## src/sv/nts_pkg.sv

```systemverilog
// shared types and constants for the nearest two point search
package nts_pkg;

  localparam int TABLE_DEPTH = 256;
  localparam int COORD_WIDTH = 24;
  localparam int IDX_W       = $clog2(TABLE_DEPTH);
  localparam int SLOT_W      = 8;
  localparam int RAD_W       = 24;
  localparam int RSQ_W       = 2 * RAD_W;
  localparam int MAG_W       = COORD_WIDTH + 1;
  localparam int DIST_W      = 2 * COORD_WIDTH + 2;

  typedef logic signed [COORD_WIDTH-1:0] coord_t;
  typedef logic [DIST_W-1:0]             dist_val_t;
  typedef logic [IDX_W-1:0]              idx_t;

  typedef enum logic [1:0] {
    OP_WRITE = 2'd0,
    OP_QUERY = 2'd1,
    OP_CLEAR = 2'd2
  } op_t;

  typedef enum logic [1:0] {
    ST_IDLE,
    ST_SCAN,
    ST_DRAIN,
    ST_DONE
  } state_t;

  typedef struct packed {
    logic   valid;
    coord_t x;
    coord_t y;
    coord_t z;
  } point_t;

  typedef struct packed {
    logic shift;
    logic clear;
  } cell_ctrl_t;

  typedef struct packed {
    logic      valid;
    idx_t      slot;
    dist_val_t d;
  } dist_t;

  typedef struct packed {
    logic      n_ok;
    idx_t      n_slot;
    dist_val_t n_d;
    logic      s_ok;
    idx_t      s_slot;
  } rank_t;

endpackage

```

## src/sv/nts_dist.sv

```systemverilog
// three stage squared distance pipeline: magnitudes, squares, sum
module nts_dist import nts_pkg::*; (
  input  logic   clk,
  input  logic   rst_n,
  input  logic   feed_valid,
  input  idx_t   feed_slot,
  input  point_t feed_pt,
  input  coord_t qx,
  input  coord_t qy,
  input  coord_t qz,
  output dist_t  dsq
);

  logic [MAG_W-1:0]  mx_r, my_r, mz_r;
  logic [DIST_W-1:0] sx_r, sy_r, sz_r;
  dist_val_t         d_r;
  logic              v1_r, v2_r, v3_r;
  idx_t              slot1_r, slot2_r, slot3_r;

  function automatic logic [MAG_W-1:0] abs_diff(input coord_t a, input coord_t b);
    logic signed [MAG_W-1:0] diff;
    diff = MAG_W'(a) - MAG_W'(b);
    return diff[MAG_W-1] ? MAG_W'(-diff) : MAG_W'(diff);
  endfunction

  always_ff @(posedge clk) begin
    if (!rst_n) begin
      v1_r <= 1'b0;
      v2_r <= 1'b0;
      v3_r <= 1'b0;
    end else begin
      v1_r <= feed_valid;
      v2_r <= v1_r;
      v3_r <= v2_r;
    end
  end

  always_ff @(posedge clk) begin
    mx_r    <= abs_diff(feed_pt.x, qx);
    my_r    <= abs_diff(feed_pt.y, qy);
    mz_r    <= abs_diff(feed_pt.z, qz);
    slot1_r <= feed_slot;
    sx_r    <= DIST_W'(mx_r) * DIST_W'(mx_r);
    sy_r    <= DIST_W'(my_r) * DIST_W'(my_r);
    sz_r    <= DIST_W'(mz_r) * DIST_W'(mz_r);
    slot2_r <= slot1_r;
    // three squares of at most 2^(2*coord) each fit the distance width
    d_r     <= sx_r + sy_r + sz_r;
    slot3_r <= slot2_r;
  end

  assign dsq = '{valid: v3_r, slot: slot3_r, d: d_r};

endmodule

```

## config.mk

```make
export PLATFORM = sky130hd
export DESIGN_NAME = nts_dist
export DESIGN_NICKNAME = d
export VERILOG_FILES = /design/src/sv/nts_pkg.sv /design/src/sv/nts_dist.sv
export SDC_FILE = /design/constraint.sdc
export NUM_CORES = 2
export LEC_CHECK = 0
export BUFFER_PORTS_ARGS = -buffer_cell sky130_fd_sc_hd__buf_4
export CELL_PAD_IN_SITES_DETAIL_PLACEMENT = 1
export CELL_PAD_IN_SITES_GLOBAL_PLACEMENT = 2
export CORE_MARGIN = 4
export CORE_UTILIZATION = 40
export CTS_BUF_LIST = sky130_fd_sc_hd__clkbuf_16
export DETAILED_ROUTE_END_ITERATION = 6
export GPL_TIMING_DRIVEN = 0
export PLACE_DENSITY_LB_ADDON = 0.1
export SYNTH_ARGS = -nofsm -noshare
export SYNTH_HDL_FRONTEND = slang
export SYNTH_SLANG_ARGS = --single-unit
```

## constraint.sdc

```tcl
create_clock -name clk -period 13.5 [get_ports clk]
set_input_delay 1.35 -clock clk [delete_from_list [all_inputs] [get_ports clk]]
set_output_delay 1.35 -clock clk [all_outputs]
set_load 0.02 [all_outputs]
```

==> results.md <==
* Fin nets at 10,200
* Cell variety after synth at 95
* Vias per cell at 5.00
* Hold Vio Cnt, Final at 0
* Avg Synthesized Cell Area at 9.08 µm²
* Placement row count at 152
* Register area share after synthesis at 8.66%
* Layout cells sized above 1 at 4.27%
* Commonest cells after routing, fill and taps aside: 2,161 x inv_1, 1,450 x fa_1, 689 x ha_1
* Drt wl/cell at 21.5 µm
* # hold bufs at CTS at 0
* Utilization after layout at 43.7%
* Final Setup Violations at 0
* Layout area overhead at 8.51%
* Mapped Cells at 7,607
* PostCTS Resize Cnt at 0
* Max_slew headroom at 20.7%
* Global-route wire length before repair at 342,000 µm
* EDFF count, synth at 0
* Mux share of post-synthesis cell area at 0.212%
* Pin count of the biggest net entering global routing at 14
* Worst slew pin tran at 1.17 ns
* I/O pin total at 215
* Number of max-cap violations at 0
* Min Tclk post-route at 9.84 ns
* Core Area at 172,000 µm²
* Worst setup margin at 3.66 ns
* Worst slack, placed at 3.78 ns
* Total GRT Usage at 24.9%
* DRC violations left at 0
* GP Congestion at 0.898
* Fin. max-slew vios at 0
* Synthesized flop and latch total at 299
* Worst path required time at 13.99 ns
* Die Wd at 424 µm
* Via count at 51,000
* Antenna violations before repair at 13
* Multi-input logic area at 54,200 µm²
* DIE AREA at 179,000 µm²
* CTS tree: built
* XOR/XNOR Fraction of Synth Area at 4.27%
* Largest family of logic cells by synthesized area: adder cells
* Starting density of the core at 40.2%
* Synth Area in Adders at 54.5%
* Reg area at 5990 µm²
* Setup Buffers After CTS at 0
* Maximum fanout along the worst path at 10
* Global route total overflow at 0
* CTS max path bufs at 3
* RSZ-0062 raised after global routing: no
* Die H at 424 µm
* Yosys warnings at 0
* IO Port Bufs at 213
* Most common cell after layout, fill and taps aside: inv_1
* H-tree Lvls at 2
* First-pass iteration count of the detailed router at 5
* FMAX at 102 MHz
* Setup TNS at 0 ns
* Filler cell count at 20,100
* Clk Tree Root Cell: clkbuf_16
* Sinks on the clock net at 299
* Tcrit/Tclk final at 72.9%
* Hold crit path type: reg -> reg
* Number of global-route vias before repair at 58,300
* Post-Syn Area at 69,100 µm²
* Critical path capture point type: register
* Worst r2r path cells at 27
* Total wire length at 219,000 µm
* Status: completed
* Top FF cell, synth: dfxtp_1
* DRT antenna net count at 0
* DP Wirelength at 190,000 µm
* Worst EP arrival at 10.33 ns
* Post-synth ARST share at 0%
* Clock transition at path regs at 0.06 ns
* WS Path Type: reg -> reg
* Clk_lat worst skew at 0.65 ns
* Compound-gate portion of the synthesized area at 8.36%
* Clk_skew at 0.0383 ns
* Synth Area in Simple Gates at 11.1%
* Number of buffers created by CTS at 40
* Hold path depth at 0
* Crit start category: register
* Initial DRC Count at 2,202
[synth_stat cells, drive strengths merged, types with 27 or more instances]
| cell type | n | area (µm²) |
|---|---|---|
| a21o | 156 | 1170 |
| a21oi | 263 | 1320 |
| a31oi | 44 | 275 |
| and2 | 373 | 2330 |
| and3 | 44 | 277 |
| clkbuf | 201 | 754 |
| dfxtp | 299 | 5990 |
| fa | 1450 | 29000 |
| ha | 689 | 8620 |
| inv | 2158 | 8100 |
| nand2 | 620 | 2330 |
| nand2b | 27 | 169 |
| nand3 | 67 | 340 |
| nand4 | 36 | 225 |
| nor2 | 239 | 905 |
| nor2b | 49 | 307 |
| nor3 | 43 | 215 |
| o21a | 29 | 218 |
| o21ai | 154 | 778 |
| o21bai | 40 | 300 |
| xnor2 | 224 | 1960 |
| xor2 | 113 | 990 |
[layout make-up]
class	instances	share of cell area [%]
Multi-Input combinational cell	4943	72.3
Inverter	2158	10.8
Sequential cell	299	7.98
Tap cell	2310	3.86
Timing Repair Buffer	213	2.13
Clock buffer	40	1.34
Buffer	209	1.06
Clock inverter	33	0.492
Antenna cell	6	0.0200
[routing by layer]
| layer | GRT usage (%) | wire, µm | up-vias |
|---|---|---|---|
| met5 | 0 | 0 | - |
| met4 | 8.41 | 8680 | 0 |
| met3 | 2.31 | 7670 | 269 |
| met2 | 43.6 | 108000 | 807 |
| met1 | 32.4 | 95200 | 26600 |
| li1 | - | - | 23400 |
[sequential cells by signal (all words and copies together), names as in the netlist]
register,flops
mx_r,25
slot2_r,8
slot1_r,8
sz_r,49
mz_r,25
d_r,50
v1_r,1
v2_r,1
v3_r,1
sy_r,49
slot3_r,8
my_r,25
sx_r,49
[critical path: stages (launching register included)]
cell       delay [ns]
dfxtp_1          0.66
clkbuf_1         0.80
clkbuf_1         0.65
nand2_1          0.24
fa_1             0.60
inv_1            0.06
fa_1             0.53
inv_1            0.05
fa_1             0.53
inv_1            0.07
fa_1             0.51
inv_1            0.06
fa_1             0.53
inv_1            0.05
fa_1             0.49
inv_1            0.05
fa_1             0.49
inv_1            0.05
ha_1             0.27
clkbuf_1         0.28
nand3_1          0.22
or2_2            0.35
o21ai_0          0.50
nand4_1          0.46
a2111oi_0        0.74
or3_1            0.21
a21oi_1          0.08
xnor2_1          0.14
[stage by stage]
step | area, µm² | std cells | hold slack (ns)
after global placement | 73600 | 10100 | 0.310
after CTS | 75000 | 10200 | 0.323
final | 75000 | 10200 | 0.322
after detailed placement | 73600 | 10100 | 0.313
after floorplan | 69100 | 7609 | 0.310
after global routing | 75000 | 10200 | 0.326
[worst paths after layout]
| check | startpoint | slack, ns | to |
|---|---|---|---|
| setup / recovery | my_r[3] | 3.66 | sy_r[46] |
| hold / removal | slot1_r[6] | 0.32 | slot2_r[6] |
| setup reg to reg | my_r[3] | 3.66 | sy_r[46] |
| hold reg to reg | slot1_r[6] | 0.32 | slot2_r[6] |
[logic make-up after synthesis]
| logic type | after synthesis |
|---|---|
| adder cells (fa/ha/maj) | 2139 |
| AND/OR/NAND/NOR | 1575 |
| buffers and inverters | 2367 |
| XOR/XNOR | 337 |
| other | 1 |
| multiplexers | 14 |
| AO/OA/AOI/OAI | 875 |
| flip-flops | 299 |
Power is left out: the tool's default activity adds up to more than one toggle a clock period on the data nets, which glitch-free logic cannot reach.
