<file path="src/sv/nts_pkg.sv">
// shared types and constants for the nearest two point search
package nts_pkg;

  localparam int TABLE_DEPTH = 256;
  localparam int COORD_WIDTH = 24;
  localparam int IDX_W       = $clog2(TABLE_DEPTH);
  localparam int SLOT_W      = 8;
  localparam int RAD_W       = 24;
  localparam int RSQ_W       = 2 * RAD_W;
  localparam int MAG_W       = COORD_WIDTH + 1;
  localparam int DIST_W      = 2 * COORD_WIDTH + 2;

  typedef logic signed [COORD_WIDTH-1:0] coord_t;
  typedef logic [DIST_W-1:0]             dist_val_t;
  typedef logic [IDX_W-1:0]              idx_t;

  typedef enum logic [1:0] {
    OP_WRITE = 2'd0,
    OP_QUERY = 2'd1,
    OP_CLEAR = 2'd2
  } op_t;

  typedef enum logic [1:0] {
    ST_IDLE,
    ST_SCAN,
    ST_DRAIN,
    ST_DONE
  } state_t;

  typedef struct packed {
    logic   valid;
    coord_t x;
    coord_t y;
    coord_t z;
  } point_t;

  typedef struct packed {
    logic shift;
    logic clear;
  } cell_ctrl_t;

  typedef struct packed {
    logic      valid;
    idx_t      slot;
    dist_val_t d;
  } dist_t;

  typedef struct packed {
    logic      n_ok;
    idx_t      n_slot;
    dist_val_t n_d;
    logic      s_ok;
    idx_t      s_slot;
  } rank_t;

endpackage

</file>
<file path="src/sv/nts_rank.sv">
// running nearest within radius and best / second best over all slots
module nts_rank import nts_pkg::*; (
  input  logic             clk,
  input  logic             rst_n,
  input  logic             init,
  input  logic             limit,
  input  logic [RSQ_W-1:0] radius_sq,
  input  dist_t            dsq,
  output rank_t            rank
);

  logic      n_ok_r, b_ok_r, s_ok_r;
  idx_t      n_slot_r, b_slot_r, s_slot_r;
  dist_val_t n_d_r, b_d_r, s_d_r;

  logic in_rad, take_n, take_b, take_s;

  always_comb begin
    in_rad = !limit || (dsq.d <= DIST_W'(radius_sq));
    take_n = dsq.valid && in_rad && (!n_ok_r || dsq.d < n_d_r);
    take_b = dsq.valid && (!b_ok_r || dsq.d < b_d_r);
    // a tie with the best falls through to the second
    take_s = dsq.valid && !take_b && (!s_ok_r || dsq.d < s_d_r);
  end

  always_ff @(posedge clk) begin
    if (!rst_n) begin
      n_ok_r <= 1'b0;
      b_ok_r <= 1'b0;
      s_ok_r <= 1'b0;
    end else if (init) begin
      n_ok_r <= 1'b0;
      b_ok_r <= 1'b0;
      s_ok_r <= 1'b0;
    end else begin
      if (take_n) n_ok_r <= 1'b1;
      if (take_b) begin
        b_ok_r <= 1'b1;
        if (b_ok_r) s_ok_r <= 1'b1;
      end else if (take_s) begin
        s_ok_r <= 1'b1;
      end
    end
  end

  always_ff @(posedge clk) begin
    if (take_n) begin
      n_slot_r <= dsq.slot;
      n_d_r    <= dsq.d;
    end
    if (take_b) begin
      b_slot_r <= dsq.slot;
      b_d_r    <= dsq.d;
      s_slot_r <= b_slot_r;
      s_d_r    <= b_d_r;
    end else if (take_s) begin
      s_slot_r <= dsq.slot;
      s_d_r    <= dsq.d;
    end
  end

  assign rank = '{n_ok:   n_ok_r,
                  n_slot: n_ok_r ? n_slot_r : '0,
                  n_d:    n_ok_r ? n_d_r : '0,
                  s_ok:   s_ok_r,
                  s_slot: s_ok_r ? s_slot_r : '0};

endmodule

</file>
<file path="config.mk">
export PLATFORM = sky130hd
export DESIGN_NAME = nts_rank
export DESIGN_NICKNAME = d
export VERILOG_FILES = /design/src/sv/nts_pkg.sv /design/src/sv/nts_rank.sv
export SDC_FILE = /design/constraint.sdc
export NUM_CORES = 1
export LEC_CHECK = 0
export BUFFER_PORTS_ARGS = -buffer_cell sky130_fd_sc_hd__buf_2
export CAP_MARGIN = 0
export CORE_MARGIN = 3
export CORE_UTILIZATION = 45
export CTS_CLUSTER_DIAMETER = 150
export DETAILED_ROUTE_END_ITERATION = 10
export PLACE_DENSITY = 0.69
export SLEW_MARGIN = 20
export SYNTH_ARGS = -nofsm -noshare
export SYNTH_HDL_FRONTEND = slang
export SYNTH_SLANG_ARGS = --single-unit
</file>
<file path="constraint.sdc">
create_clock -name clk -period 10.6 [get_ports clk]
set_input_delay 0 -clock clk [delete_from_list [all_inputs] [get_ports clk]]
set_output_delay 0 -clock clk [all_outputs]
set_load 0.1 [all_outputs]
</file>
==> metrics.md, run 1 <==
| Metric | Value |
|---|---|
| Die height | `between 150 and 200 µm` |
| DRC violations left | `0` |
| Register-to-register setup slack | `6.51 ns` |
| HP Start | `limit` |
| Clk sinks | `177` |
| Syn-to-layout area delta | `21.7%` |
| Fin. max-slew vios | `0` |
| Yosys Warn Count | `0` |
| ANT nets after route | `0` |
| Metal2 WL | `13,000 µm` |
| Required @ worst endpoint | `10.70 ns` |
| Top cell type's share of synthesized area | `45.5%` |
| Routability cong. | `0.852` |
| Min-Delay Path Depth | `5` |
| Post-synthesis cell area | `about 11,000 µm²` |
| CP Max Fanout | `roughly 60` |
| Synth top cells by count | `inv_1 (200), ha_1 (195), edfxtp_1 (174)` |
| Post-synth EDFFs | `174` |
| Top cells by area, synth | `edfxtp_1 (45%), ha_1 (21%), inv_1 (6.5%)` |
| Clock buffer depth | `2` |
| CP startpoint kind | `register` |
| Setup CP Type | `reg -> reg` |
| Post-layout min period | `around 4.1 ns` |
| DP Wirelength | `20,500 µm` |
| Die width | `between 150 and 200 µm` |
| Crit share post-route | `38.6%` |
| Yosys top cell by area | `edfxtp_1` |
| Final net count | `1,575` |
| Number of hold violations in the final report | `0` |
| Grt total ovfl | `0` |
| Drt initial violations | `598` |
| FF-to-FF End | `b_d_r[15]$_DFFE_PN_` |
| Diodes inserted | `0` |
| Cell Pwr Density | `138 nW/µm²` |
| Num rows | `57` |
| Top sig layer | `met4` |
| RSZ-0062 raised after global routing | `false` |
| Post-synth ARST share | `0%` |
| Worst R2R Path Depth | `11` |
| Routed WL per cell | `17.4 µm` |
| Mean Syn Cell Area | `11.3 µm²` |
| CTS tree | `yes` |
| Slew of the pin with the lowest slew margin | `1.09 ns` |
| Met1 wire length | `12,900 µm` |
| Ys flop type | `edfxtp_1` |
| Worst R2R Start | `b_d_r[33]$_DFFE_PN_` |
| Fillcell total | `2,087` |
| Area of the multi-input gates | `~5400 µm²` |
| Maxcap violations | `0` |
| Cts bufs inserted | `17` |
| Syn Nets | `1,325` |
| CP endpoint kind | `register` |
| Die area | `27,500 µm²` |
| Worst hold path endpoint | `n_ok_r$_SDFFE_PP0P_` |
| Worst path arrival time | `4.19 ns` |
| Min-Delay Path Class | `in -> reg` |
| Largest net degree at the start of global routing | `60` |
| Layout cells sized above 1 | `roughly 22%` |
| Tot GR Track Use | `20.4%` |
| Unique masters post-synth | `50` |
| Sum of negative setup slack | `0 ns` |
| Initial antenna violation count | `0` |
| First-pass GRT wire length | `about 45,000 µm` |
| Synth Instances | `1,019` |
| Post-CTS sizing | `0` |
| Drt total wl | `27,900 µm` |
| Top-count cell post-synth | `inv_1` |
| Worst vdd ir | `0.0000871 V` |
| Num ports | `179` |
| Status | `complete, no violations` |
| Vias in the first global route | `approximately 8,600` |
| Clock slew at reported path FFs | `approximately 0.060 ns` |
| Sequential Area | `5290 µm²` |
| Met3 wire len | `1460 µm` |
| Via count | `8,435` |
| Vias per cell | `about 5.3` |
| Overall power | `1.94 mW` |
| Drt pass-1 iters | `7` |
| Buffers added on ports | `around 180` |
| Starting Density | `a little under half` |
| Clk_lat worst skew | `0.44 ns` |
| Max Fclk | `about 240 MHz` |
| Core Footprint | `24,700 µm²` |
| Clk root buf | `clkbuf_16` |
| Leakage | `6.81 nW` |
| Post-synthesis register bit count | `177` |
| Share of the yosys chip area belonging to registers | `46.0%` |
| Setup Viol. Count Final | `0` |
| Setup Skew | `0.00872 ns` |
| Slew headroom | `between 20% and 30%` |
| Min Hold Slack | `0.105 ns` |
| Htree depth | `4` |
| Setup bufs post-CTS | `0` |
[what timing repair did]
item / in CTS / in global routing
hold endpoints to repair: 157 / 0
hold buffers: 62 / 0
setup endpoints to repair: 0 / 0
[critical path: stages (launching register included)]
cell and delay, ns:
edfxtp_1 0.37, inv_1 0.06, ha_1 0.30, nand4_1 0.18
nor4_1 0.60, a221oi_1 0.16, o211ai_1 0.18, a211oi_1 0.16
o21ai_4 0.10, buf_4 0.84, inv_2 0.27, buf_4 0.44
[layout make-up]
type,instances,area share (%)
clock buffers,19,3.10
clock inverters,12,1.36
inverters,201,5.39
multi-input cells,627,38.4
flip-flops and latches,177,37.8
well taps,324,2.90
repair buffers,245,11.1
[per-stage QoR]
step,utilization (%),area [µm²],cells,setup slack (ns)
after global routing,56.7,14000,1605,6.27
after CTS,56.6,14000,1604,6.23
after global placement,51.6,12700,1511,6.42
after detailed placement,51.6,12700,1511,6.37
final,56.7,14000,1605,6.51
after floorplan,-,11500,1019,6.12
[metal layers]
layer,vias to the layer above,global-route usage [%]
li1,4130,-
met1,4025,27.6
met2,243,33.1
met3,37,4.21
met4,0,6.22
met5,-,0
[cell usage in the layout, fill, tap and decap left out, types with 8 or more instances in the layout]
cell type,count
a211oi_1,13
a21o_1,12
a21oi_1,65
a221oi_1,8
and2_1,18
buf_2,178
clkbuf_16,17
dlygate4sd3_1,62
edfxtp_1,174
ha_1,195
inv_1,199
mux2_2,15
mux2_4,43
nand2_1,47
nand2b_1,8
nand3_1,13
nand4_1,23
nor2_1,72
o21ai_0,33
[power by group]
| group | total [mW] | switching [mW] | internal [mW] |
|---|---|---|---|
| Combinational | 0.402 | 0.246 | 0.156 |
| Clock | 0.681 | 0.267 | 0.414 |
| Sequential | 0.852 | 0.0168 | 0.835 |
| Total | 1.94 | 0.530 | 1.41 |
[flip-flops by register name, summed over array words and instances (netlist names)]
| signal | count |
|---|---|
| n_d_r | 50 |
| s_slot_r | 8 |
| s_d_r | 50 |
| b_d_r | 50 |
| b_ok_r | 1 |
| b_slot_r | 8 |
| n_slot_r | 8 |
| s_ok_r | 1 |
| n_ok_r | 1 |
[kinds of logic (layout without fill, tap and decap cells)]
| family | Yosys count | in the layout | share of synthesized area (%) |
|---|---|---|---|
| fa+ha+maj | 195 | 195 | 21.2 |
| flops | 177 | 177 | 46.0 |
| mux | 58 | 58 | 7.09 |
| compound gates | 168 | 168 | 9.29 |
| simple gates | 206 | 206 | 8.95 |
| buf+inv | 215 | 477 | 7.48 |
[how the worst max path moves through the flow]
stage / start / end / cells after the start / slack, ns
2_1_floorplan: radius_sq[44] / n_d_r[0]$_DFFE_PP_ / 9 / 6.12
3_3_place_gp: n_d_r[11]$_DFFE_PP_ / n_d_r[24]$_DFFE_PP_ / 10 / 6.42
3_5_place_dp: n_d_r[11]$_DFFE_PP_ / n_d_r[25]$_DFFE_PP_ / 10 / 6.37
4_1_cts: dsq[44] / n_d_r[30]$_DFFE_PP_ / 11 / 6.23
5_1_grt: b_d_r[31]$_DFFE_PN_ / b_d_r[16]$_DFFE_PN_ / 11 / 6.27
6_report: b_d_r[33]$_DFFE_PN_ / b_d_r[15]$_DFFE_PN_ / 11 / 6.51
Note: power is estimated with default switching activity, not from simulation.
==> run 2: changes to the inputs <==
ABC_AREA = 1   (was unset)
PLACE_DENSITY = 0.68   (was 0.69)
clock period = 4.06 ns   (was 10.6 ns; I/O delays follow)
==> run 2 against run 1 <==
Combinational power increased by 140%. Worst setup slack got worse by 5.6 ns. Hold slack worse by 0.047 ns. Design area up 2.9%. Clock power rose by 130%. Utilization shrank 1.6 points. Register-to-register slack got worse by 5.6 ns. Final cell count increased by 22%. Wire length is 3.5% higher. Critical endpoint is now s_d_r[20]$_DFFE_PP_. Highest routed layer unchanged.
==> metrics.md, run 2 <==
| Metric | Value |
|---|---|
| Yosys top cell by area | `edfxtp_1` |
| Register-to-register setup slack | `0.91 ns (-5.60 ns)` |
| Layout cells sized above 1 | `14.1% (-7.9 points)` |
| Tot GR Track Use | `20.2% (-0.13 points)` |
| Fin area | `14,400 µm² (+2.9%)` |
| CP startpoint kind | `register` |
| Top cells by area, synth | `edfxtp_1 (44%), ha_1 (20%), nand2_1 (11%)` |
| Drt total wl | `28,900 µm (+3.5%)` |
| CTS tree | `yes` |
| Clk sinks | `177 (unchanged)` |
| CP Launch Point | `b_d_r[17]$_DFFE_PN_` |
| Synth top cells by count | `nand2_1 (358), inv_1 (308), ha_1 (195)` |
| DRC violations left | `0 (unchanged)` |
| Worst path arrival time | `3.44 ns (-0.75 ns)` |
| Num ports | `179 (unchanged)` |
| Sum of negative setup slack | `0 ns (unchanged)` |
| Setup CP Type | `reg -> reg` |
| Vias in the first global route | `9,784 (+14%)` |
| Starting Density | `45.9% (-0.70 points)` |
| Number of hold violations in the final report | `0 (unchanged)` |
| Share of the yosys chip area belonging to registers | `44.1% (-1.9 points)` |
| Metal2 WL | `14,600 µm (+13%)` |
| Post-synth ARST share | `0% (unchanged)` |
| HP Start | `dsq[58]` |
| Vias per cell | `4.95 (-5.8%)` |
| Diodes inserted | `0 (unchanged)` |
| Most common library cell in the layout ignoring fill and taps | `nand2_1` |
| Worst R2R Start | `b_d_r[17]$_DFFE_PN_` |
| Post-synthesis register bit count | `177 (unchanged)` |
| Clk_lat worst skew | `0.43 ns (about the same)` |
| Clock slew at reported path FFs | `0.06 ns (about the same)` |
| Required @ worst endpoint | `4.36 ns (-6.34 ns)` |
| Worst vdd ir | `0.000262 V (+200%)` |
| Via count | `9,720 (+15%)` |
| Sequential Area | `5290 µm² (about the same)` |
| Crit share post-route | `77.5% (+39 points)` |
| Max Fclk | `318 MHz (+30%)` |
| Met1 wire length | `12,400 µm (-4.2%)` |
| Top sig layer | `met4` |
| Synth Area in Adders | `20.4% (-0.87 points)` |
| Die height | `169 µm (+2.1%)` |
| Slew headroom | `52.2% (+25 points)` |
| CP Max Fanout | `60 (+1.7%)` |
| Status | `complete, no violations` |
| DP Wirelength | `21,200 µm (+3.5%)` |
| Min-Delay Path Class | `in -> reg` |
| Drt initial violations | `444 (-26%)` |
| Routability cong. | `0.860 (+0.88%)` |
| Buffers added on ports | `178 (unchanged)` |
| Yosys Warn Count | `0 (unchanged)` |
| RSZ-0062 raised after global routing | `false` |
| Largest net degree at the start of global routing | `61 (+1.7%)` |
| Met3 wire len | `1150 µm (-21%)` |
| Top-count cell post-synth | `nand2_1` |
| Min-Delay Path Depth | `3 (-2)` |
| Placed Instance Area | `13,300 µm² (+4.1%)` |
| Clk root buf | `clkbuf_16` |
| Htree depth | `4 (unchanged)` |
| Die width | `169 µm (+2.1%)` |
| ANT nets after route | `0 (unchanged)` |
| Mean Syn Cell Area | `8.69 µm² (-23%)` |
| Top Registers | `b_d_r x50, n_d_r x50, s_d_r x50` |
| Setup Viol. Count Final | `0 (unchanged)` |
| Leakage | `7.91 nW (+16%)` |
| Cell Pwr Density | `326 nW/µm² (+140%)` |
| Routed WL per cell | `14.7 µm (-15%)` |
| Clock buffer depth | `2 (unchanged)` |
| Drt pass-1 iters | `5 (-2)` |
| Worst hold path endpoint | `b_ok_r$_SDFFE_PP0N_` |
| Syn-to-layout area delta | `20.0%` |
| Unique masters post-synth | `34 (-32%)` |
| Grt total ovfl | `0 (unchanged)` |
| Post-synth EDFFs | `174 (unchanged)` |
| Post-Synth Simple-Gate Area | `18.8% (+9.9 points)` |
| Post-synthesis compound-gate area fraction | `5.73% (-3.6 points)` |
| Fillcell total | `2,446 (+17%)` |
| Post-layout min period | `3.15 ns (-0.943 ns)` |
| Synth Instances | `1,379 (+35%)` |
| Core Footprint | `26,100 µm² (+5.9%)` |
| Post-synthesis cell area | `12,000 µm² (+4.3%)` |
| Num rows | `59 (+3.5%)` |
| Largest family of logic cells by synthesized area | `adder cells` |
| Most frequent cells in the layout | `nand2_1 (358), inv_1 (307), ha_1 (195)` |
| Setup Skew | `0.00848 ns (-0.000245 ns)` |
| Die area | `28,600 µm² (+4.1%)` |
| Worst R2R Path Depth | `15 (+4)` |
| Post-Synth XOR/XNOR Area | `0% (unchanged)` |
| Multiplexer share of the synthesized area | `0% (-7.1 points)` |
| Syn Nets | `1,685 (+27%)` |
| Top cell type's share of synthesized area | `43.6% (-1.9 points)` |
| CP endpoint kind | `register` |
| Maxcap violations | `0 (unchanged)` |
| Overall power | `4.69 mW (+140%)` |
| Area of the multi-input gates | `5400 µm² (+0.63%)` |
| Final net count | `1,921 (+22%)` |
| Initial antenna violation count | `0 (unchanged)` |
| Ys flop type | `edfxtp_1` |
| FF-to-FF End | `s_d_r[20]$_DFFE_PP_` |
| Cts bufs inserted | `17 (unchanged)` |
| Fin. max-slew vios | `0 (unchanged)` |
| Slew of the pin with the lowest slew margin | `0.716 ns (-0.370 ns)` |
| First-pass GRT wire length | `46,500 µm (+3.9%)` |
-- run 2: layer usage --
| layer | up-vias | track usage, % |
|---|---|---|
| met2 | 214 | 36.5 |
| li1 | 4935 | - |
| met4 | 0 | 7.61 |
| met5 | - | 0 |
| met1 | 4526 | 24.3 |
| met3 | 45 | 3.33 |
-- run 2: repair_timing --
action                     4_1_cts  5_1_grt
hold buffers                    60        0
resized for setup                0        0
setup endpoints to repair        0        0
setup buffers                    0        0
hold endpoints to repair       175        0
-- run 2: critical path: stages (launching register included) --
cell	delay, ns
edfxtp_1	0.36
inv_1	0.06
ha_1	0.29
nand2_1	0.07
nor2_1	0.21
nand3_1	0.10
nor2_1	0.13
nor2_1	0.05
nand2_1	0.13
nand2_1	0.08
nand3_2	0.08
nand2_4	0.39
nand2_4	0.20
buf_4	0.57
nand2_1	0.14
nand2_1	0.10
-- run 2: cell type report --
type	count	share of cell area, %
clock inverter	11	0.635
sequential	177	36.7
multi-input combinational	864	37.5
timing repair buffer	246	11.0
clock buffer	21	3.06
tap	335	2.91
inverter	309	8.06
-- run 2: stage by stage --
stage / cells / hold WS (ns) / util (%) / setup slack [ns]
2_1_floorplan: 1379 / 0.0989 / - / 0.660
3_3_place_gp: 1871 / 0.229 / 50.7 / 1.04
3_5_place_dp: 1871 / 0.230 / 50.7 / 0.990
4_1_cts: 1963 / 0.0326 / 55.0 / 0.929
5_1_grt: 1963 / 0.0658 / 55.0 / 0.622
6_report: 1963 / 0.0577 / 55.0 / 0.913
-- run 2: worst max-delay path by stage --
stage                                     end  cells after the start
after floorplan            n_d_r[0]$_DFFE_PP_                     10
after global placement    s_d_r[38]$_DFFE_PP_                     12
after detailed placement  s_d_r[38]$_DFFE_PP_                     12
after CTS                 s_d_r[20]$_DFFE_PP_                     15
after global routing      s_d_r[20]$_DFFE_PP_                     15
final                     s_d_r[20]$_DFFE_PP_                     15
-- run 2: cell families after synthesis --
group,after synthesis
adder cells (fa/ha/maj),195
flip-flops,177
buffers and inverters,338
AND/OR/NAND/NOR,544
AO/OA/AOI/OAI,125
-- run 2: where the power goes --
group	internal (mW)	switching [mW]	leakage [nW]
Combinational	0.341	0.618	5.94
Sequential	2.15	0.0469	1.71
Clock	0.838	0.700	0.250
